### config.mk
export PLATFORM = sky130hd
export DESIGN_NAME = cff_dict_token_decoder_core_flat
export DESIGN_NICKNAME = d
export VERILOG_FILES = /design/src/hw/rtl/cffdtd_pkg.sv /design/src/hw/rtl/cffdtd_ifs.sv /design/src/hw/rtl/cff_dict_token_decoder_core.sv /design/src/flat_wrapper.sv
export VERILOG_INCLUDE_DIRS = /design/src /design/src/hw/rtl
export SDC_FILE = /design/constraint.sdc
export NUM_CORES = 1
export LEC_CHECK = 0
export BUFFER_PORTS_ARGS = -buffer_cell sky130_fd_sc_hd__buf_2
export CAP_MARGIN = 20
export CORE_ASPECT_RATIO = 0.5
export CORE_UTILIZATION = 53
export DETAILED_ROUTE_END_ITERATION = 10
export PLACE_DENSITY = 0.77
export SYNTH_ARGS = -nofsm -noshare
export SYNTH_HDL_FRONTEND = slang
export SYNTH_SLANG_ARGS = --single-unit
### constraint.sdc
create_clock -name clk_i -period 3.3 [get_ports clk_i]
set_clock_uncertainty 0.2 [all_clocks]
set_input_delay 0.33 -clock clk_i [delete_from_list [all_inputs] [get_ports clk_i]]
set_output_delay 0.33 -clock clk_i [all_outputs]
set_load 0.005 [all_outputs]
### src/hw/rtl/assert_macros.svh
// Assertion macros used by the RTL of the token decoder.
// Standalone header; the assertions vanish when SYNTHESIS is defined.
`ifndef ASSERT_MACROS_SVH
`define ASSERT_MACROS_SVH

`ifndef SYNTHESIS
// Checked at every clock edge outside reset.
`define CFF_ASSERT(lbl, clk, rst_n, prop, msg) \
  lbl: assert property (@(posedge clk) disable iff (!rst_n) prop) else $error(msg);
// Checked at every clock edge, reset included.
`define CFF_ASSERT_ALWAYS(lbl, clk, prop, msg) \
  lbl: assert property (@(posedge clk) prop) else $error(msg);
`else
`define CFF_ASSERT(lbl, clk, rst_n, prop, msg)
`define CFF_ASSERT_ALWAYS(lbl, clk, prop, msg)
`endif

`endif

### src/hw/rtl/cffdtd_pkg.sv
// Types and constants of the CFF DICT / Type 2 token decoder.
// No dependencies; used by the channel interfaces and the core.
package cffdtd_pkg;

  localparam logic [5:0] MaxOperands = 6'd48;

  localparam logic [7:0] ByteEscape    = 8'd12;
  localparam logic [7:0] ByteShortInt  = 8'd28;
  localparam logic [7:0] ByteDictLong  = 8'd29;
  localparam logic [7:0] ByteDictReal  = 8'd30;
  localparam logic [7:0] ByteT2Long    = 8'd255;
  localparam logic [7:0] ByteDictOpMax = 8'd21;
  localparam logic [7:0] ByteOpLimit   = 8'd31;
  localparam logic [7:0] ByteSmallMin  = 8'd32;
  localparam logic [7:0] ByteSmallMax  = 8'd246;
  localparam logic [7:0] BytePosMin    = 8'd247;
  localparam logic [7:0] BytePosMax    = 8'd250;
  localparam logic [7:0] ByteNegMin    = 8'd251;
  localparam logic [7:0] ByteNegMax    = 8'd254;
  localparam logic [8:0] SmallBias     = 9'd139;
  localparam logic [10:0] TwoByteBias  = 11'd108;

  typedef enum logic [1:0] {
    ErrNone     = 2'd0,
    ErrReserved = 2'd1,
    ErrReal     = 2'd2,
    ErrOverflow = 2'd3
  } err_e;

  typedef enum logic {
    KindOperand  = 1'b0,
    KindOperator = 1'b1
  } kind_e;

  typedef enum logic {
    DialectDict  = 1'b0,
    DialectType2 = 1'b1
  } dialect_e;

endpackage

### src/hw/rtl/cffdtd_ifs.sv
// Valid/ready channel interfaces of the token decoder: byte input and token output.
// Depends on cffdtd_pkg for the payload types.
interface cffdtd_byte_if;
  logic       valid;
  logic       ready;
  logic [7:0] data_byte;

  modport source (output valid, output data_byte, input ready);
  modport sink   (input valid, input data_byte, output ready);
endinterface

interface cffdtd_tok_if import cffdtd_pkg::*; ();
  logic               valid;
  logic               ready;
  kind_e              token_kind;
  logic               escaped;
  logic signed [31:0] token_value;
  logic [2:0]         byte_length;
  logic [5:0]         operand_count;
  err_e               error_code;

  modport source (output valid, output token_kind, output escaped, output token_value,
                  output byte_length, output operand_count, output error_code,
                  input ready);
  modport sink   (input valid, input token_kind, input escaped, input token_value,
                  input byte_length, input operand_count, input error_code,
                  output ready);
endinterface

### src/hw/rtl/cff_dict_token_decoder_core.sv
// Core of the CFF DICT / Type 2 charstring token decoder; depends on cffdtd_pkg,
// the cffdtd_byte_if / cffdtd_tok_if interfaces and assert_macros.svh.
// The last byte of a token is captured in the byte register and decoded from there into
// the result register, which drives the token output.
// Throughput: one byte per cycle while the token sink keeps up; a stalled result holds one byte.
// Reset: asynchronous, active low; clears token state, operand count, dialect and valids.
`include "assert_macros.svh"

module cff_dict_token_decoder_core import cffdtd_pkg::*; (
  input  logic       clk_i,
  input  logic       rst_ni,
  input  logic       cfg_we_i,
  input  logic       cfg_wdata_i,
  cffdtd_byte_if.sink  byte_i,
  cffdtd_tok_if.source tok_o
);

  // Dialect register. The user must write it only while the decoder is idle, so that it
  // is consistent with the lead byte that samples it; the block does not enforce this.
  dialect_e dialect_q;

  // Byte register: the front stage that parts the input handshake from decoding.
  logic       bvalid_q;
  logic [7:0] byte_q;

  // Token assembly state. rem_q counts the continuation bytes still to come;
  // zero means the next byte is a lead byte.
  logic [2:0]  rem_q, rem_d;
  logic [7:0]  lead_q, lead_d;
  logic [31:0] acc_q, acc_d;
  logic [5:0]  cnt_q, cnt_d;

  // Result register.
  logic               ovalid_q;
  kind_e              kind_q;
  logic               esc_q;
  logic signed [31:0] val_q;
  logic [2:0]         len_q;
  logic [5:0]         ocnt_q;
  err_e               err_q;

  // Decode results for the byte in the byte register.
  logic        emit;
  logic        is_opnd;
  kind_e       r_kind;
  logic        r_esc;
  logic [31:0] r_val;
  logic [2:0]  r_len;
  logic [5:0]  r_cnt;
  err_e        r_err;

  logic [31:0] acc_sh;
  logic [2:0]  rem_dec;
  logic [7:0]  lead_pos_off, lead_neg_off;
  logic [10:0] pos_mag, neg_mag;
  logic [8:0]  small_val;

  logic advance;

  always_comb begin
    acc_sh       = {acc_q[23:0], byte_q};
    rem_dec      = rem_q - 3'd1;
    lead_pos_off = lead_q - BytePosMin;
    lead_neg_off = lead_q - ByteNegMin;
    pos_mag      = {1'b0, lead_pos_off[1:0], acc_sh[7:0]} + TwoByteBias;
    neg_mag      = {1'b0, lead_neg_off[1:0], acc_sh[7:0]} + TwoByteBias;
    small_val    = {1'b0, byte_q} - SmallBias;

    rem_d   = rem_q;
    lead_d  = lead_q;
    acc_d   = acc_q;
    cnt_d   = cnt_q;
    emit    = 1'b0;
    is_opnd = 1'b0;
    r_kind  = KindOperand;
    r_esc   = 1'b0;
    r_val   = '0;
    r_len   = 3'd1;
    r_cnt   = '0;
    r_err   = ErrNone;

    if (rem_q != 3'd0) begin
      // Continuation byte: shift it in; the token finishes on the last one.
      acc_d = acc_sh;
      rem_d = rem_dec;
      if (rem_dec == 3'd0) begin
        emit = 1'b1;
        if (lead_q == ByteEscape) begin
          r_kind = KindOperator;
          r_esc  = 1'b1;
          r_val  = {24'd0, acc_sh[7:0]};
          r_len  = 3'd2;
          r_cnt  = cnt_q;
          cnt_d  = '0;
        end else if (lead_q == ByteShortInt) begin
          is_opnd = 1'b1;
          r_val   = {{16{acc_sh[15]}}, acc_sh[15:0]};
          r_len   = 3'd3;
        end else if (lead_q == ByteDictLong || lead_q == ByteT2Long) begin
          is_opnd = 1'b1;
          r_val   = acc_sh;
          r_len   = 3'd5;
        end else if (lead_q >= BytePosMin && lead_q <= BytePosMax) begin
          is_opnd = 1'b1;
          r_val   = {21'd0, pos_mag};
          r_len   = 3'd2;
        end else begin
          // Negative two-byte form, leads 251 through 254.
          is_opnd = 1'b1;
          r_val   = 32'd0 - {21'd0, neg_mag};
          r_len   = 3'd2;
        end
      end
    end else if (byte_q == ByteEscape) begin
      lead_d = byte_q;
      rem_d  = 3'd1;
      acc_d  = '0;
    end else if (byte_q == ByteShortInt) begin
      lead_d = byte_q;
      rem_d  = 3'd2;
      acc_d  = '0;
    end else if (byte_q >= ByteSmallMin && byte_q <= ByteSmallMax) begin
      emit    = 1'b1;
      is_opnd = 1'b1;
      r_val   = {{23{small_val[8]}}, small_val};
    end else if (byte_q >= BytePosMin && byte_q <= ByteNegMax) begin
      lead_d = byte_q;
      rem_d  = 3'd1;
      acc_d  = '0;
    end else if (dialect_q == DialectDict) begin
      if (byte_q <= ByteDictOpMax) begin
        emit   = 1'b1;
        r_kind = KindOperator;
        r_val  = {24'd0, byte_q};
        r_cnt  = cnt_q;
        cnt_d  = '0;
      end else if (byte_q == ByteDictLong) begin
        lead_d = byte_q;
        rem_d  = 3'd4;
        acc_d  = '0;
      end else begin
        // A real number is reported but its nibbles are not consumed; any other
        // byte here is reserved. Both clear the operand count.
        emit  = 1'b1;
        r_val = {24'd0, byte_q};
        r_err = (byte_q == ByteDictReal) ? ErrReal : ErrReserved;
        cnt_d = '0;
      end
    end else if (byte_q == ByteT2Long) begin
      lead_d = byte_q;
      rem_d  = 3'd4;
      acc_d  = '0;
    end else begin
      // Type 2: every remaining byte below 32 is a plain operator.
      emit   = 1'b1;
      r_kind = KindOperator;
      r_val  = {24'd0, byte_q};
      r_cnt  = cnt_q;
      cnt_d  = '0;
    end

    // Operand counting: once the stack is full, further operands are flagged
    // and not counted.
    if (is_opnd) begin
      if (cnt_q >= MaxOperands) begin
        r_err = ErrOverflow;
        cnt_d = MaxOperands;
      end else begin
        cnt_d = cnt_q + 6'd1;
      end
    end
  end

  // A byte leaves the byte register when it causes no result, or when the
  // result register is empty or being drained in this cycle.
  assign advance     = bvalid_q && (!emit || !ovalid_q || tok_o.ready);
  assign byte_i.ready = !bvalid_q || advance;

  always_ff @(posedge clk_i or negedge rst_ni) begin
    if (!rst_ni) begin
      dialect_q <= DialectDict;
    end else if (cfg_we_i) begin
      dialect_q <= dialect_e'(cfg_wdata_i);
    end
  end

  always_ff @(posedge clk_i or negedge rst_ni) begin
    if (!rst_ni) begin
      bvalid_q <= 1'b0;
    end else if (byte_i.ready) begin
      bvalid_q <= byte_i.valid;
    end
  end

  always_ff @(posedge clk_i) begin
    if (byte_i.valid && byte_i.ready) begin
      byte_q <= byte_i.data_byte;
    end
  end

  always_ff @(posedge clk_i or negedge rst_ni) begin
    if (!rst_ni) begin
      rem_q  <= '0;
      lead_q <= '0;
      acc_q  <= '0;
      cnt_q  <= '0;
    end else if (advance) begin
      rem_q  <= rem_d;
      lead_q <= lead_d;
      acc_q  <= acc_d;
      cnt_q  <= cnt_d;
    end
  end

  always_ff @(posedge clk_i or negedge rst_ni) begin
    if (!rst_ni) begin
      ovalid_q <= 1'b0;
    end else if (advance && emit) begin
      ovalid_q <= 1'b1;
    end else if (tok_o.ready) begin
      ovalid_q <= 1'b0;
    end
  end

  always_ff @(posedge clk_i) begin
    if (advance && emit) begin
      kind_q <= r_kind;
      esc_q  <= r_esc;
      val_q  <= r_val;
      len_q  <= r_len;
      ocnt_q <= r_cnt;
      err_q  <= r_err;
    end
  end

  assign tok_o.valid         = ovalid_q;
  assign tok_o.token_kind    = kind_q;
  assign tok_o.escaped       = esc_q;
  assign tok_o.token_value   = val_q;
  assign tok_o.byte_length   = len_q;
  assign tok_o.operand_count = ocnt_q;
  assign tok_o.error_code    = err_q;

  // The operand count saturates at the stack limit.
  `CFF_ASSERT(a_cnt_limit, clk_i, rst_ni, cnt_q <= MaxOperands, "operand count above limit")
  // Four continuation bytes only follow a 32-bit operand lead.
  `CFF_ASSERT(a_long_lead, clk_i, rst_ni,
              (rem_q == 3'd4) |-> (lead_q == ByteDictLong || lead_q == ByteT2Long),
              "long form with wrong lead")
  // Every error result is reported with the operand kind.
  `CFF_ASSERT(a_err_kind, clk_i, rst_ni,
              (ovalid_q && err_q != ErrNone) |-> (kind_q == KindOperand),
              "error result marked as operator")
  // An escaped operator spans two bytes; a plain one spans one.
  `CFF_ASSERT(a_op_len, clk_i, rst_ni,
              (ovalid_q && kind_q == KindOperator) |-> (len_q == (esc_q ? 3'd2 : 3'd1)),
              "operator length mismatch")
  // A waiting result is never overwritten while the sink stalls.
  `CFF_ASSERT_ALWAYS(a_no_overwrite, clk_i,
                     (rst_ni && ovalid_q && !tok_o.ready) |-> !(advance && emit),
                     "pending result overwritten")

endmodule

### src/flat_wrapper.sv
// flat-port wrapper written by rule: the top's interface ports become plain ports
module cff_dict_token_decoder_core_flat import cffdtd_pkg::*;
  (clk_i, rst_ni, cfg_we_i, cfg_wdata_i, byte_i_valid, byte_i_data_byte, byte_i_ready, tok_o_valid, tok_o_token_kind, tok_o_escaped, tok_o_token_value, tok_o_byte_length, tok_o_operand_count, tok_o_error_code, tok_o_ready);
  cffdtd_byte_if byte_i_i ();
  cffdtd_tok_if tok_o_i ();
  input  logic clk_i;
  input  logic rst_ni;
  input  logic cfg_we_i;
  input  logic cfg_wdata_i;
  input wire logic [$bits(byte_i_i.valid)-1:0] byte_i_valid;
  input wire logic [$bits(byte_i_i.data_byte)-1:0] byte_i_data_byte;
  output wire logic [$bits(byte_i_i.ready)-1:0] byte_i_ready;
  output wire logic [$bits(tok_o_i.valid)-1:0] tok_o_valid;
  output wire logic [$bits(tok_o_i.token_kind)-1:0] tok_o_token_kind;
  output wire logic [$bits(tok_o_i.escaped)-1:0] tok_o_escaped;
  output wire logic [$bits(tok_o_i.token_value)-1:0] tok_o_token_value;
  output wire logic [$bits(tok_o_i.byte_length)-1:0] tok_o_byte_length;
  output wire logic [$bits(tok_o_i.operand_count)-1:0] tok_o_operand_count;
  output wire logic [$bits(tok_o_i.error_code)-1:0] tok_o_error_code;
  input wire logic [$bits(tok_o_i.ready)-1:0] tok_o_ready;
  assign byte_i_i.valid = byte_i_valid;
  assign byte_i_i.data_byte = byte_i_data_byte;
  assign byte_i_ready = byte_i_i.ready;
  assign tok_o_valid = tok_o_i.valid;
  assign tok_o_token_kind = tok_o_i.token_kind;
  assign tok_o_escaped = tok_o_i.escaped;
  assign tok_o_token_value = tok_o_i.token_value;
  assign tok_o_byte_length = tok_o_i.byte_length;
  assign tok_o_operand_count = tok_o_i.operand_count;
  assign tok_o_error_code = tok_o_i.error_code;
  assign tok_o_i.ready = tok_o_ready;
  cff_dict_token_decoder_core u_core (.clk_i(clk_i), .rst_ni(rst_ni), .cfg_we_i(cfg_we_i), .cfg_wdata_i(cfg_wdata_i), .byte_i(byte_i_i), .tok_o(tok_o_i));
endmodule
# ---- Word level (Yosys, flattened, before mapping)
# Index checks and enable logic that the tools add are counted.
dict set report classes {
  eq_ne 23
  reduce_logical 23
  bitwise_logic 2
  mux 104
  n_addsub 8
  magnitude_cmp 8
}
# cell count
set op_table {}
lappend op_table {{$mux 32} 12}
lappend op_table {{$mux 24} 9}
lappend op_table {{$mux 6} 23}
lappend op_table {{$mux 8} 10}
lappend op_table {{$eq 8x5->1 const B} 5}
lappend op_table {{$mux 3} 10}
lappend op_table {{$mux 1} 27}
lappend op_table {{$mux 2} 13}
lappend op_table {{$le 8x8->1 const B} 3}
lappend op_table {{$add 10x7->11 const B} 2}
lappend op_table {{$eq 8x4->1 const B} 2}
lappend op_table {{$eq 8x8->1 const B} 2}
lappend op_table {{$ge 8x8->1 const B} 2}
lappend op_table {{$ne 3x1->1 const B} 5}
lappend op_table {{$sub 1x11->12 const A} 1}
lappend op_table {{$ne 5x1->1 const B} 2}
lappend op_table {{$reduce_and 9->1} 1}
lappend op_table {{$sub 8x8->9 const B} 1}
lappend op_table {{$ge 8x6->1 const B} 1}
lappend op_table {{$le 8x5->1 const B} 1}
lappend op_table {{$add 6x1->6 const B} 1}
lappend op_table {{$ge 6x6->1 const B} 1}
lappend op_table {{$logic_and 1x1->1} 6}
lappend op_table {{$ne 3x2->1 const B} 2}
lappend op_table {{19 further kinds} 26}
dict set report word_totals {
  output_inout_bits 47
  word_cells 183
  in_bits 14
  ff_bits 97
}

# ---- Depth between registers and ports, before layout
# Gate-level depths: netlist of run 1.
dict set report depth {
  word_depth 15
  depth_mapped 11
  ltp_nobuf 9
}

# ---- Worst setup path before layout of run 1
# OpenSTA, ideal clock, no wires.
dict set report synth_path {
  path_kind {reg2reg}
  start {register u_core.byte_q[3]}
  end {register u_core.len_q[0] (netlist: u_core.tok_o.byte_length[0]), enable pin}
  path_slack_ns -0.176
  stages_incl_launch_ff 10
  path_buffers 1
  setup_ns 0.402
  period_less_slack_ns 3.476
  required_ns 2.698
  arrival_time_ns 2.874
  cell_sequence {edfxtp_1 > buf_2 > inv_1 > ha_1 > a21oi_1 > o32ai_2 > or2b_2 > o211ai_1 > nand3_1 > inv_1}
}
dict set report synth_via {
  elab_chain_cells 14
  word_cells_on_any_way 25
  cone_classes {5 x order compare; 4 x eq/ne; 9 x mux; 7 x reduce/logical}
}
# element line_no
set synth_rtl {}
lappend synth_rtl {{start, declared} cff_dict_token_decoder_core.sv:24} ;# logic [7:0] byte_q;
lappend synth_rtl {{start signal, assigned} cff_dict_token_decoder_core.sv:197} ;# byte_q <= byte_i.data_byte;
lappend synth_rtl {{parallel branches: the longest is 7 deep, another holds $le 8x5->1} -}
lappend synth_rtl {{$mux 1 *} cff_dict_token_decoder_core.sv:114} ;# end else if (byte_q == ByteEscape) begin
lappend synth_rtl {{$mux 1 *} cff_dict_token_decoder_core.sv:82} ;# if (rem_q != 3'd0) begin
lappend synth_rtl {{$logic_not 1->1} cff_dict_token_decoder_core.sv:176} ;# assign advance = bvalid_q && (!emit || !ovalid_q || tok_o.ready);
lappend synth_rtl {{$logic_or 1x1->1 (2 in series)} cff_dict_token_decoder_core.sv:176}
lappend synth_rtl {{$logic_and 1x1->1} cff_dict_token_decoder_core.sv:176}
lappend synth_rtl {{$logic_and 1x1->1 *} cff_dict_token_decoder_core.sv:226} ;# if (advance && emit) begin
lappend synth_rtl {{end signal, assigned} cff_dict_token_decoder_core.sv:230} ;# len_q <= r_len;
lappend synth_rtl {{end, declared} cff_dict_token_decoder_core.sv:38} ;# logic [2:0] len_q;
# Mark *: on every way between the ends.
# A chain may end at the register's enable or synchronous reset.

# ---- Worst setup path in the final report of run 1
dict set report layout_path {
  start {register u_core.byte_q[0]}
  end {register u_core.val_q[10] (netlist: u_core.tok_o.token_value[10]), enable pin}
}
dict set report layout_via {
  elab_chain_cells 14
  word_cells_on_any_way 25
  cone_classes {5 x order compare; 4 x eq/ne; 9 x mux; 7 x reduce/logical}
}
# element line_no
set layout_rtl {}
lappend layout_rtl {{parallel branches: the longest is 7 deep, another holds $le 8x5->1} -}
lappend layout_rtl {{$mux 1 *} cff_dict_token_decoder_core.sv:114}
lappend layout_rtl {{$mux 1 *} cff_dict_token_decoder_core.sv:82}
lappend layout_rtl {{$logic_not 1->1} cff_dict_token_decoder_core.sv:176}
lappend layout_rtl {{$logic_or 1x1->1 (2 in series)} cff_dict_token_decoder_core.sv:176}
lappend layout_rtl {{$logic_and 1x1->1} cff_dict_token_decoder_core.sv:176}
lappend layout_rtl {{$logic_and 1x1->1 *} cff_dict_token_decoder_core.sv:226}
lappend layout_rtl {{end signal, assigned} cff_dict_token_decoder_core.sv:229} ;# val_q <= r_val;
lappend layout_rtl {{end, declared} cff_dict_token_decoder_core.sv:37} ;# logic signed [31:0] val_q;
# Marked as above.

==> results by group, run 1 <==
Synthesis
  – Synth warn: 0
  – Count of state elements after synthesis: 97
  – Adder-cell area share of the yosys netlist: 4.47%
  – Asr flop ratio synth: 45.4%
  – Primary FF master, synth: sky130_fd_sc_hd__edfxtp_1
  – Average size of a mapped cell: 10.4 sq um
  – Portion of synthesized cell area occupied by the leading cell type: 31.6%
  – Area leader, netlist: sky130_fd_sc_hd__edfxtp_1
  – Mux cell area share after synthesis: 3.25%
  – Synthesized-area fraction occupied by ao, oa, aoi and oai cells: 16.5%
  – Mapped Area: 5040 sq um
  – Post-synthesis sequential area ratio: 53.4%
  – Number of distinct library cell variants in the gate-level netlist after synthesis: 66
  – Largest family of logic cells by synthesized area: simple AND/OR/NAND/NOR gates
  – Gate count of the mapped netlist: 485
  – Synth Net Count: 517
  – Synthesized-area fraction occupied by xor and xnor cells: 0.869%
  – Number of synthesized flops with an enable pin: 53
  – Simple-gate portion of the synthesized area: 17.9%
  – Largest cells by area after synthesis: sky130_fd_sc_hd__edfxtp_1, sky130_fd_sc_hd__dfrtp_1, sky130_fd_sc_hd__nand2_1

Layout
  – Area of all placed cells without fillers: 5950 sq um
  – Post-layout net count: 594
  – Fraction of final layout cells with drive strength greater than 1: 21.7%
  – ANT cells: 0
  – Post-synthesis to final-layout area growth: 18.1%
  – Final Core Density: 66.5%

Worst setup path
  – Reg2Reg Launch Point: u_core.byte_q[0]$_DFFE_PP_
  – Register-to-Register Setup Slack: 0.26 ns
  – End of the worst register-to-register path: u_core.tok_o.token_value[10]$_DFFE_PP_
  – Crit-path max FO: 12
  – Start point of the critical path: u_core.byte_q[0]$_DFFE_PP_
  – Capturing instance or port of the critical path: u_core.tok_o.token_value[10]$_DFFE_PP_
  – Worst r2r path cells: 10
  – Nature of the critical path startpoint: flip-flop
  – Required arrival time at the worst endpoint: 3.20 ns
  – Arrival time at the worst endpoint: 2.94 ns
  – Worst Setup End Kind: flip-flop
  – Critical Setup Path Class: reg -> reg

Global route
  – Pin count of the biggest net entering global routing: 45
  – Busiest metal layer after global routing: met2
  – Met2 Track Usage GR: 38.2%
  – Number of antenna violations at the first check in global routing: 0
  – Wire length of the first global-routing pass: 19300 um
  – Global Route Usage Sum: 25.4%
  – Congestion Overflow GR: 0
  – Via count of the first global-routing pass: 3654
  – Met3 Track Usage GR: 6.30%
  – Global-route track usage on met1: 37.5%

Clocking
  – Clock root buffer: sky130_fd_sc_hd__clkbuf_16
  – H-Tree Level Count: 3
  – Clock latency reported for the late side of the worst-skew pair: 0.34 ns
  – Clock-pin transition on the worst setup and hold timing paths: 0.07 ns
  – Worst-case clock buffer depth: 2
  – Inserted Clock Buffers: 9
  – Clock tree from TritonCTS: done
  – # clock sinks: 97

STA
  – Hold violation total from the final report: 0
  – Post-route worst hold slack: 0.0284 ns
  – Minimum period implied by the final worst setup slack: 3.04 ns
  – Highest clock frequency the design can meet: 329 MHz
  – Setup Total Neg Slack: 0 ns
  – Slew margin rel.: 51.6%
  – Final setup violation count: 0
  – Unrepaired setup endpoints after global routing: false
  – Fin crit share: 92.2%
  – Actual slew at the worst max-slew pin: 0.725 ns
  – Final WS setup: 0.259 ns
  – Final number of max-transition violations: 0

Route
  – Via count: 4064
  – Iteration-0 DRC count of the detailed router: 357
  – ANT nets after route: 0
  – Total DRC errors in the routed layout: 0
  – Avg WL per Cell: 17.4 um
  – Post-DR vias/cell: 5.94
  – First-pass DRT Iterations: 6
  – Total length of routed wires: 11900 um

Job
  – Number of maximum-capacitance constraint violations: 0

Place
  – Number of buffers inserted by port buffering: 60
  – Final weighted congestion in routability-driven placement: 0.939
  – Final HPWL from detailed placement: 8520 um
  – Placed instance area: 5530 sq um
  – Worst slack at placement: 0.171 ns

Floorplanning
  – Die area: 9930 sq um
  – Initial Util: 56.3%
  – Cell Rows: 24
  – Die outline width: 140 um
  – Die extent in y: 71.0 um
  – I/O pin count: 61
  – Core area: 8950 sq um

Power and ir drop
  – Total power divided by cell area: 673 nW/um^2
  – Leakage component of the power: 2.60 nW
  – Maximum ir drop on the vdd rail: 0.431 mV

Min path
  – Worst Hold Class: in -> reg

Status
  – Result of the run: completed
## how the worst min path moves through the flow
stage | startpoint | end | slack (ns) | cells past startpoint
after floorplan | rst_ni | u_core.acc_q[0]$_DFFE_PN0P_ | -0.17 | 0
after CTS | cfg_wdata_i | u_core.dialect_q$_DFFE_PN0P_ | 0.02 | 2
after global routing | cfg_wdata_i | u_core.dialect_q$_DFFE_PN0P_ | 0.02 | 2
after detailed placement | u_core.acc_q[18]$_DFFE_PN0P_ | u_core.acc_q[18]$_DFFE_PN0P_ | 0.26 | 2
after global placement | u_core.acc_q[21]$_DFFE_PN0P_ | u_core.acc_q[21]$_DFFE_PN0P_ | 0.25 | 2
final | cfg_wdata_i | u_core.dialect_q$_DFFE_PN0P_ | 0.03 | 2
## report_power, final
part	switching, W	leakage [nW]	internal (W)
logic	0.000665	1.39	0.000442
registers	0.000186	1.06	0.00167
clock network	0.000488	0.149	0.000552
## critical path: stages, from the launching register on
cell                         delay, ns
sky130_fd_sc_hd__edfxtp_1         0.51
sky130_fd_sc_hd__inv_2            0.19
sky130_fd_sc_hd__ha_1             0.18
sky130_fd_sc_hd__and3b_1          0.19
sky130_fd_sc_hd__o21ba_2          0.20
sky130_fd_sc_hd__o21ai_2          0.31
sky130_fd_sc_hd__o211ai_1         0.18
sky130_fd_sc_hd__buf_4            0.18
sky130_fd_sc_hd__nand3_2          0.12
sky130_fd_sc_hd__clkinvlp_4       0.25
sky130_fd_sc_hd__buf_4            0.28
## layout by cell type (no fill, tap or decap), types with 3 or more instances in the layout
master	count
sky130_fd_sc_hd__nand2_1	71
sky130_fd_sc_hd__and4_1	3
sky130_fd_sc_hd__xnor2_1	4
sky130_fd_sc_hd__and2_1	8
sky130_fd_sc_hd__nor2b_1	4
sky130_fd_sc_hd__o21a_1	4
sky130_fd_sc_hd__o31ai_1	4
sky130_fd_sc_hd__nand2b_1	7
sky130_fd_sc_hd__nand4_1	3
sky130_fd_sc_hd__o22ai_1	6
sky130_fd_sc_hd__nor2_1	34
sky130_fd_sc_hd__nor3_1	7
sky130_fd_sc_hd__inv_8	3
sky130_fd_sc_hd__clkinv_4	3
sky130_fd_sc_hd__or3_1	3
sky130_fd_sc_hd__nand3_1	25
sky130_fd_sc_hd__mux2_4	6
sky130_fd_sc_hd__o21ai_0	50
sky130_fd_sc_hd__o211ai_1	4
sky130_fd_sc_hd__mux2i_1	4
sky130_fd_sc_hd__dlygate4sd3_1	10
sky130_fd_sc_hd__edfxtp_1	53
sky130_fd_sc_hd__dfrtp_1	44
sky130_fd_sc_hd__mux2_2	3
sky130_fd_sc_hd__ha_1	18
sky130_fd_sc_hd__buf_2	60
sky130_fd_sc_hd__a21oi_1	27
sky130_fd_sc_hd__a31oi_1	6
sky130_fd_sc_hd__inv_1	13
sky130_fd_sc_hd__buf_4	19
sky130_fd_sc_hd__clkbuf_16	9
## metal layers
| metal | share of wire (%) | vias up |
|---|---|---|
| met3 | 7.1 | 14 |
| met4 | 0.81 | 0 |
| met1 | 47 | 1963 |
| met5 | 0 | - |
| li1 | - | 1917 |
| met2 | 45 | 170 |
## Yosys cell counts, types with 3 or more instances
master                      n
sky130_fd_sc_hd__dfrtp_1   44
sky130_fd_sc_hd__and4_1     3
sky130_fd_sc_hd__o21ai_0   51
sky130_fd_sc_hd__nor3_1     7
sky130_fd_sc_hd__nand3_1   26
sky130_fd_sc_hd__a21oi_1   27
sky130_fd_sc_hd__nand2_1   71
sky130_fd_sc_hd__mux2_2     3
sky130_fd_sc_hd__nand4_1    3
sky130_fd_sc_hd__nor2b_1    4
sky130_fd_sc_hd__mux2_4     6
sky130_fd_sc_hd__a31oi_1    6
sky130_fd_sc_hd__ha_1      18
sky130_fd_sc_hd__mux2i_1    4
sky130_fd_sc_hd__nor2_1    34
sky130_fd_sc_hd__buf_2      8
sky130_fd_sc_hd__o22ai_1    6
sky130_fd_sc_hd__buf_4      3
sky130_fd_sc_hd__o21a_1     4
sky130_fd_sc_hd__xnor2_1    4
sky130_fd_sc_hd__nand2b_1   7
sky130_fd_sc_hd__o31ai_1    4
sky130_fd_sc_hd__o211ai_1   4
sky130_fd_sc_hd__clkbuf_1  13
sky130_fd_sc_hd__edfxtp_1  53
sky130_fd_sc_hd__inv_1     15
sky130_fd_sc_hd__and2_1     8
sky130_fd_sc_hd__or3_1      3
## flip-flops by register name (all words and copies together), names as in the netlist, 2 cells and up
register / cells
u_core.acc_q: 24
u_core.byte_q: 8
u_core.cnt_q: 6
u_core.lead_q: 8
u_core.rem_q: 3
u_core.tok_o.byte_length: 3
u_core.tok_o.error_code: 2
u_core.tok_o.operand_count: 6
u_core.tok_o.token_value: 32
## cell type report
class,instances,area [sq um]
Timing Repair Buffer,91,583
Clock buffer,10,239
Inverter,15,60.1
Clock inverter,6,60.1
Tap cell,117,146
Sequential cell,97,2690
Fill cell,708,2990
Multi-Input combinational cell,348,2170
## what timing repair did
item	4_1_cts	5_1_grt
setup buffers	0	1
hold buffers	10	0
resized for setup	0	1
endpoints found under the hold margin	53	0
endpoints found under the setup margin	0	13
## stage by stage
step | power, W | std cells
finish | 0.00400 | 684
global route | 0.00422 | 684
CTS | 0.00400 | 682
detailed placement | 0.00295 | 656
global placement | 0.00292 | 656
floorplan | 0.00255 | 485
## cell families (layout without fill, tap and decap cells)
family          count (synthesis)  count (layout)
compound gates                131             131
xor+xnor                        5               5
buf+inv                        40             122
simple gates                  181             181
fa+ha+maj                      18              18
mux                            13              13
flops                          97              97
No activity file was read; power rests on OpenSTA's default activity.
==> run 2: changes to the inputs <==
CORE_UTILIZATION = 58   (was 53)
PLACE_DENSITY = 0.8   (was 0.77)
clock period = 3.09 ns   (was 3.3 ns; I/O delays follow)
==> run 2 against run 1 <==
Total power is 8.3% higher. Die area is 8.4% lower. Sequential share of layout area is 0.43 points lower. Sequential power is 7% higher. Critical endpoint is now byte_i_ready. Clock power is 9.6% higher. Sequential cell count stayed put. Critical path type is now reg -> out. Core utilization is 6.8 points higher.
==> results by group, run 2 (synthesis gave the netlist of run 1 again) <==
Status
  – Result of the run: completed

Power and ir drop
  – Post-layout total power: 0.00434 W
  – Maximum ir drop on the vdd rail: 0.326 mV
  – Total power divided by cell area: 721 nW/um^2
  – Leakage component of the power: 2.62 nW

Global route
  – Pin count of the biggest net entering global routing: 45
  – Global Route Usage Sum: 28.9%
  – Via count of the first global-routing pass: 3638
  – Wire length of the first global-routing pass: 19400 um
  – Congestion Overflow GR: 0
  – Number of antenna violations at the first check in global routing: 0

Clocking
  – # clock sinks: 97
  – H-Tree Level Count: 3
  – Clock tree from TritonCTS: done
  – Clock latency reported for the late side of the worst-skew pair: 0.35 ns
  – Inserted Clock Buffers: 9
  – Clock-pin transition on the worst setup and hold timing paths: 0.07 ns
  – Worst-case clock buffer depth: 2
  – Clock root buffer: sky130_fd_sc_hd__clkbuf_16

Floorplanning
  – Core area: 8200 sq um
  – Cell Rows: 23
  – Die area: 9090 sq um
  – Initial Util: 61.4%
  – I/O pin count: 61
  – Die extent in y: 67.9 um
  – Die outline width: 134 um

Route
  – Post-route met1 wirelength: 5810 um
  – Total length of routed wires: 12300 um
  – Met2 wire len: 5360 um
  – Total DRC errors in the routed layout: 0
  – Via count: 4126
  – Avg WL per Cell: 18.0 um
  – First-pass DRT Iterations: 6
  – DR top layer: met4
  – Length of routed met3 wiring: 949 um
  – Post-DR vias/cell: 6.02
  – Iteration-0 DRC count of the detailed router: 440
  – ANT nets after route: 0

STA
  – Highest clock frequency the design can meet: 347 MHz
  – Actual slew at the worst max-slew pin: 0.926 ns
  – Final number of max-transition violations: 0
  – Slew margin rel.: 38.0%
  – Setup Total Neg Slack: 0 ns
  – Hold violation total from the final report: 0
  – Final setup violation count: 0
  – Unrepaired setup endpoints after global routing: false
  – Fin crit share: 93.2%
  – Minimum period implied by the final worst setup slack: 2.88 ns

Worst setup path
  – WP buf/inv: 3
  – List of cells traversed by the critical path: inv_2, ha_1, and3b_1, o21ba_2, o21ai_4, o211ai_1, and4b_1, inv_1, buf_2
  – Nature of the critical path startpoint: flip-flop
  – Arrival time at the worst endpoint: 2.37 ns
  – Crit path max-delay cell type: sky130_fd_sc_hd__edfxtp_1
  – Delay-heaviest family, CP: compound AO/OA/AOI/OAI gates
  – Required arrival time at the worst endpoint: 2.58 ns
  – Worst Setup End Kind: primary output
  – Critical Setup Path Class: reg -> out
  – Critical path's largest stage delay: 0.49 ns
  – Crit-path max FO: 7

Min path
  – Worst Hold Class: in -> async

Place
  – Number of buffers inserted by port buffering: 60
  – Final HPWL from detailed placement: 8660 um
  – Final weighted congestion in routability-driven placement: 0.968
  – Placed instance area: 5550 sq um

Layout
  – Filler Cells Inserted: 580
  – ANT cells: 0
  – Post-layout net count: 600
  – Commonest non-fill, non-tap cell in the layout: sky130_fd_sc_hd__nand2_1
  – Fraction of final layout cells with drive strength greater than 1: 22.3%
  – Number of flip-flops in the largest register: 32
  – Area of all placed cells without fillers: 6010 sq um
  – Commonest cells after routing, fill and taps aside: sky130_fd_sc_hd__nand2_1, sky130_fd_sc_hd__buf_2, sky130_fd_sc_hd__edfxtp_1
  – Post-synthesis to final-layout area growth: 19.3%

Job
  – Number of maximum-capacitance constraint violations: 0
==> run 2: power breakdown <==
part | total [W] | switching, W | internal (W) | leakage (nW)
logic | 0.00120 | 0.000726 | 0.000479 | 1.41
clock network | 0.00114 | 0.000501 | 0.000639 | 0.142
registers | 0.00199 | 0.000206 | 0.00179 | 1.06
total | 0.00434 | 0.00143 | 0.00290 | 2.62
==> run 2: cell type report <==
class                      instances  area (sq um)  share of cell area, %
tap                              112           140                   2.33
multi-input combinational        348          2180                   36.3
inverter                          15          60.1                  0.999
timing repair buffer              97           633                   10.5
clock inverter                     6          73.8                   1.23
sequential                        97          2690                   44.8
clock buffer                      10           229                   3.81
==> run 2: routing by layer <==
layer  vias up  track usage [%]
li1       1929                -
met1      1995             42.2
met2       187             42.6
met3        15             6.44
met4         0             9.94
met5         -                0
==> run 2: path summary, 6_finish.rpt <==
path,from,to,slack [ns],cells after the start
max,u_core.byte_q[0]$_DFFE_PP_,byte_i_ready,0.21,9
min,rst_ni,u_core.lead_q[1]$_DFFE_PN0P_,0.14,2
max reg2reg,u_core.byte_q[0]$_DFFE_PP_,u_core.lead_q[4]$_DFFE_PN0P_,0.21,8
min reg2reg,u_core.acc_q[18]$_DFFE_PN0P_,u_core.acc_q[18]$_DFFE_PN0P_,0.28,2
max in group asynchronous,rst_ni,u_core.cnt_q[1]$_DFFE_PN0P_,2.09,3
min in group clk_i,tok_o_ready,u_core.tok_o.valid$_DFFE_PN0P_,0.18,3
==> run 2: per-stage QoR <==
| stage | setup slack (ns) | hold slack (ns) | utilization [%] | std cells |
|---|---|---|---|---|
| 2_1_floorplan | 0.00855 | -0.187 | - | 485 |
| 3_3_place_gp | 0.205 | 0.251 | 67.7 | 655 |
| 3_5_place_dp | 0.139 | 0.257 | 67.7 | 655 |
| 4_1_cts | 0.143 | 0.169 | 73.1 | 684 |
| 5_1_grt | 0.0678 | 0.153 | 73.3 | 685 |
| 6_report | 0.209 | 0.139 | 73.3 | 685 |
==> run 2: repair_timing <==
action                                  4_1_cts  5_1_grt
hold buffers                                 12        0
pin swaps                                     1        0
endpoints found under the setup margin        1        1
buffers inserted                              1        0
hold endpoints to repair                     54        0
resized for setup                             1        1
==> run 2: worst register-to-register path, delay by kind of cell (launching register included) <==
kind	cells	cell delay (ns)
simple gates	2	0.82
flops	1	0.49
buf+inv	1	0.16
mux	1	0.39
fa+ha+maj	1	0.19
compound gates	3	0.52
==> run 3: changes to the inputs <==
REMOVE_ABC_BUFFERS = 1   (was default)
==> run 3 against run 2 <==
Wire length down 4.6%. Maximum frequency decreased by 3.5%. Core utilization rose by 0.20 points. Cell count up 0.58%. Largest cell class unchanged. Sequential power hardly changed. Register-to-register slack gained 0.07 ns. Largest power group unchanged. Sequential share of layout area shrank 0.12 points.
==> results by group, run 3 (synthesis gave the netlist of run 1 again) <==
Status
  – Result of the run: completed

STA
  – Highest clock frequency the design can meet: 335 MHz
  – Post-route worst hold slack: 0.00422 ns
  – Actual slew at the worst max-slew pin: 0.722 ns
  – Final number of max-transition violations: 0
  – Final WS setup: 0.104 ns
  – Fin crit share: 96.6%
  – Final setup violation count: 0
  – Slew margin rel.: 51.9%
  – Hold violation total from the final report: 0
  – Minimum period implied by the final worst setup slack: 2.99 ns

Worst setup path
  – Number of cells on the critical path: 8
  – End of the worst register-to-register path: u_core.lead_q[3]$_DFFE_PN0P_
  – Register-to-Register Setup Slack: 0.28 ns
  – Reg2Reg Launch Point: u_core.byte_q[0]$_DFFE_PP_
  – Critical Setup Path Class: reg -> out
  – List of cells traversed by the critical path: ha_1, and3_1, o21ba_2, o21ai_4, o211ai_1, and4b_2, inv_1, buf_2
  – Worst Setup End Kind: primary output
  – Start point of the critical path: u_core.byte_q[0]$_DFFE_PP_
  – Delay-heaviest family, CP: compound AO/OA/AOI/OAI gates
  – Critical path's largest stage delay: 0.50 ns
  – WP buf/inv: 2
  – Arrival time at the worst endpoint: 2.48 ns
  – Required arrival time at the worst endpoint: 2.58 ns
  – Worst r2r path cells: 8
  – Nature of the critical path startpoint: flip-flop
  – Crit path max-delay cell type: sky130_fd_sc_hd__edfxtp_1
  – Capturing instance or port of the critical path: byte_i_ready
  – Crit-path max FO: 7

Layout
  – ANT cells: 0
  – Filler Cells Inserted: 600
  – Storage element area: 2690 sq um
  – Commonest non-fill, non-tap cell in the layout: sky130_fd_sc_hd__nand2_1
  – Fraction of final layout cells with drive strength greater than 1: 23.2%
  – Post-layout net count: 604
  – Commonest cells after routing, fill and taps aside: sky130_fd_sc_hd__nand2_1, sky130_fd_sc_hd__buf_2, sky130_fd_sc_hd__edfxtp_1
  – Total area of multi-input combinational cells: 2200 sq um
  – Number of flip-flops in the largest register: 32
  – Post-synthesis to final-layout area growth: 19.6%

Route
  – Avg WL per Cell: 17.0 um
  – ANT nets after route: 0
  – Iteration-0 DRC count of the detailed router: 476
  – Via count: 4060
  – Total DRC errors in the routed layout: 0
  – Total length of routed wires: 11700 um
  – Post-DR vias/cell: 5.89
  – First-pass DRT Iterations: 6

Place
  – Worst slack at placement: 0.113 ns
  – Final weighted congestion in routability-driven placement: 1.01
  – Number of buffers inserted by port buffering: 60
  – Final HPWL from detailed placement: 8240 um

Global route
  – Congestion Overflow GR: 0
  – Via count of the first global-routing pass: 3478
  – Number of antenna violations at the first check in global routing: 0
  – Pin count of the biggest net entering global routing: 45
  – Wire length of the first global-routing pass: 18100 um
  – Global Route Usage Sum: 26.8%

Job
  – Number of maximum-capacitance constraint violations: 0

Power and ir drop
  – Post-layout total power: 0.00424 W
  – Total power divided by cell area: 703 nW/um^2
  – Maximum ir drop on the vdd rail: 0.367 mV
  – Leakage component of the power: 2.65 nW

Clocking
  – Clock latency reported for the late side of the worst-skew pair: 0.35 ns
  – Worst-case clock buffer depth: 2
  – Clock root buffer: sky130_fd_sc_hd__clkbuf_16
  – Inserted Clock Buffers: 9
  – H-Tree Level Count: 3
  – Clock tree from TritonCTS: done
  – Clock-pin transition on the worst setup and hold timing paths: 0.06 ns
  – # clock sinks: 97

Min path
  – Worst Hold Class: in -> reg
  – Hold-critical path depth: 2

Floorplanning
  – Core area: 8200 sq um
  – Initial Util: 61.4%
  – Cell Rows: 23
  – Die extent in y: 67.9 um
  – Die outline width: 134 um
  – I/O pin count: 61
  – Die area: 9090 sq um
[run 3: timing repair]
item | 4_1_cts | 5_1_grt
buffers inserted | 0 | 3
endpoints found under the setup margin | 0 | 1
hold buffers | 10 | 0
hold endpoints to repair | 53 | 0
gates resized for setup | 0 | 7
[run 3: area by class of cell]
cell class / instances / share of cell area, %
inverters: 15 / 0.934
multi-input cells: 348 / 36.4
flip-flops and latches: 97 / 44.7
clock inverters: 7 / 1.02
repair buffers: 101 / 10.9
well taps: 112 / 2.32
clock buffers: 9 / 3.74
[run 3: worst reg2reg max path, cell delays in order (launching register included)]
cell	delay [ns]
sky130_fd_sc_hd__edfxtp_1	0.50
sky130_fd_sc_hd__inv_1	0.13
sky130_fd_sc_hd__ha_1	0.16
sky130_fd_sc_hd__and3b_1	0.19
sky130_fd_sc_hd__o21ba_2	0.21
sky130_fd_sc_hd__o21ai_4	0.23
sky130_fd_sc_hd__a21oi_1	0.10
sky130_fd_sc_hd__or3_1	0.59
sky130_fd_sc_hd__mux2_4	0.38
[run 3: worst min path at each step]
stage / from / slack, ns / to
after floorplan: rst_ni / -0.19 / u_core.acc_q[0]$_DFFE_PN0P_
after global placement: u_core.acc_q[23]$_DFFE_PN0P_ / 0.25 / u_core.acc_q[23]$_DFFE_PN0P_
after detailed placement: u_core.acc_q[19]$_DFFE_PN0P_ / 0.26 / u_core.acc_q[19]$_DFFE_PN0P_
after CTS: cfg_wdata_i / 0.004 / u_core.dialect_q$_DFFE_PN0P_
after global routing: cfg_wdata_i / 0.000003 / u_core.dialect_q$_DFFE_PN0P_
final: cfg_wdata_i / 0.004 / u_core.dialect_q$_DFFE_PN0P_
[run 3: power by group]
group          switching (W)  total [W]  internal [W]
Sequential          0.000200    0.00199       0.00179
Combinational       0.000705    0.00119      0.000481
Clock               0.000503    0.00106      0.000561
[run 3: per-stage QoR]
stage | cell area, sq um | std cells | utilization, % | TNS (ns)
floorplan | 4920 | 460 | - | -25.74
global placement | 5570 | 658 | 67.9 | 0
detailed placement | 5570 | 658 | 67.9 | 0
CTS | 5950 | 684 | 72.6 | 0
global route | 6030 | 689 | 73.5 | -0.00354
finish | 6030 | 689 | 73.5 | 0
[run 3: per-layer routing]
layer	vias to the layer above	global-route usage [%]	share of wire [%]
li1	1943	-	-
met1	1907	38.2	47
met2	194	40.5	45
met3	16	7.19	7.6
met4	0	7.95	1.2
met5	-	0	0
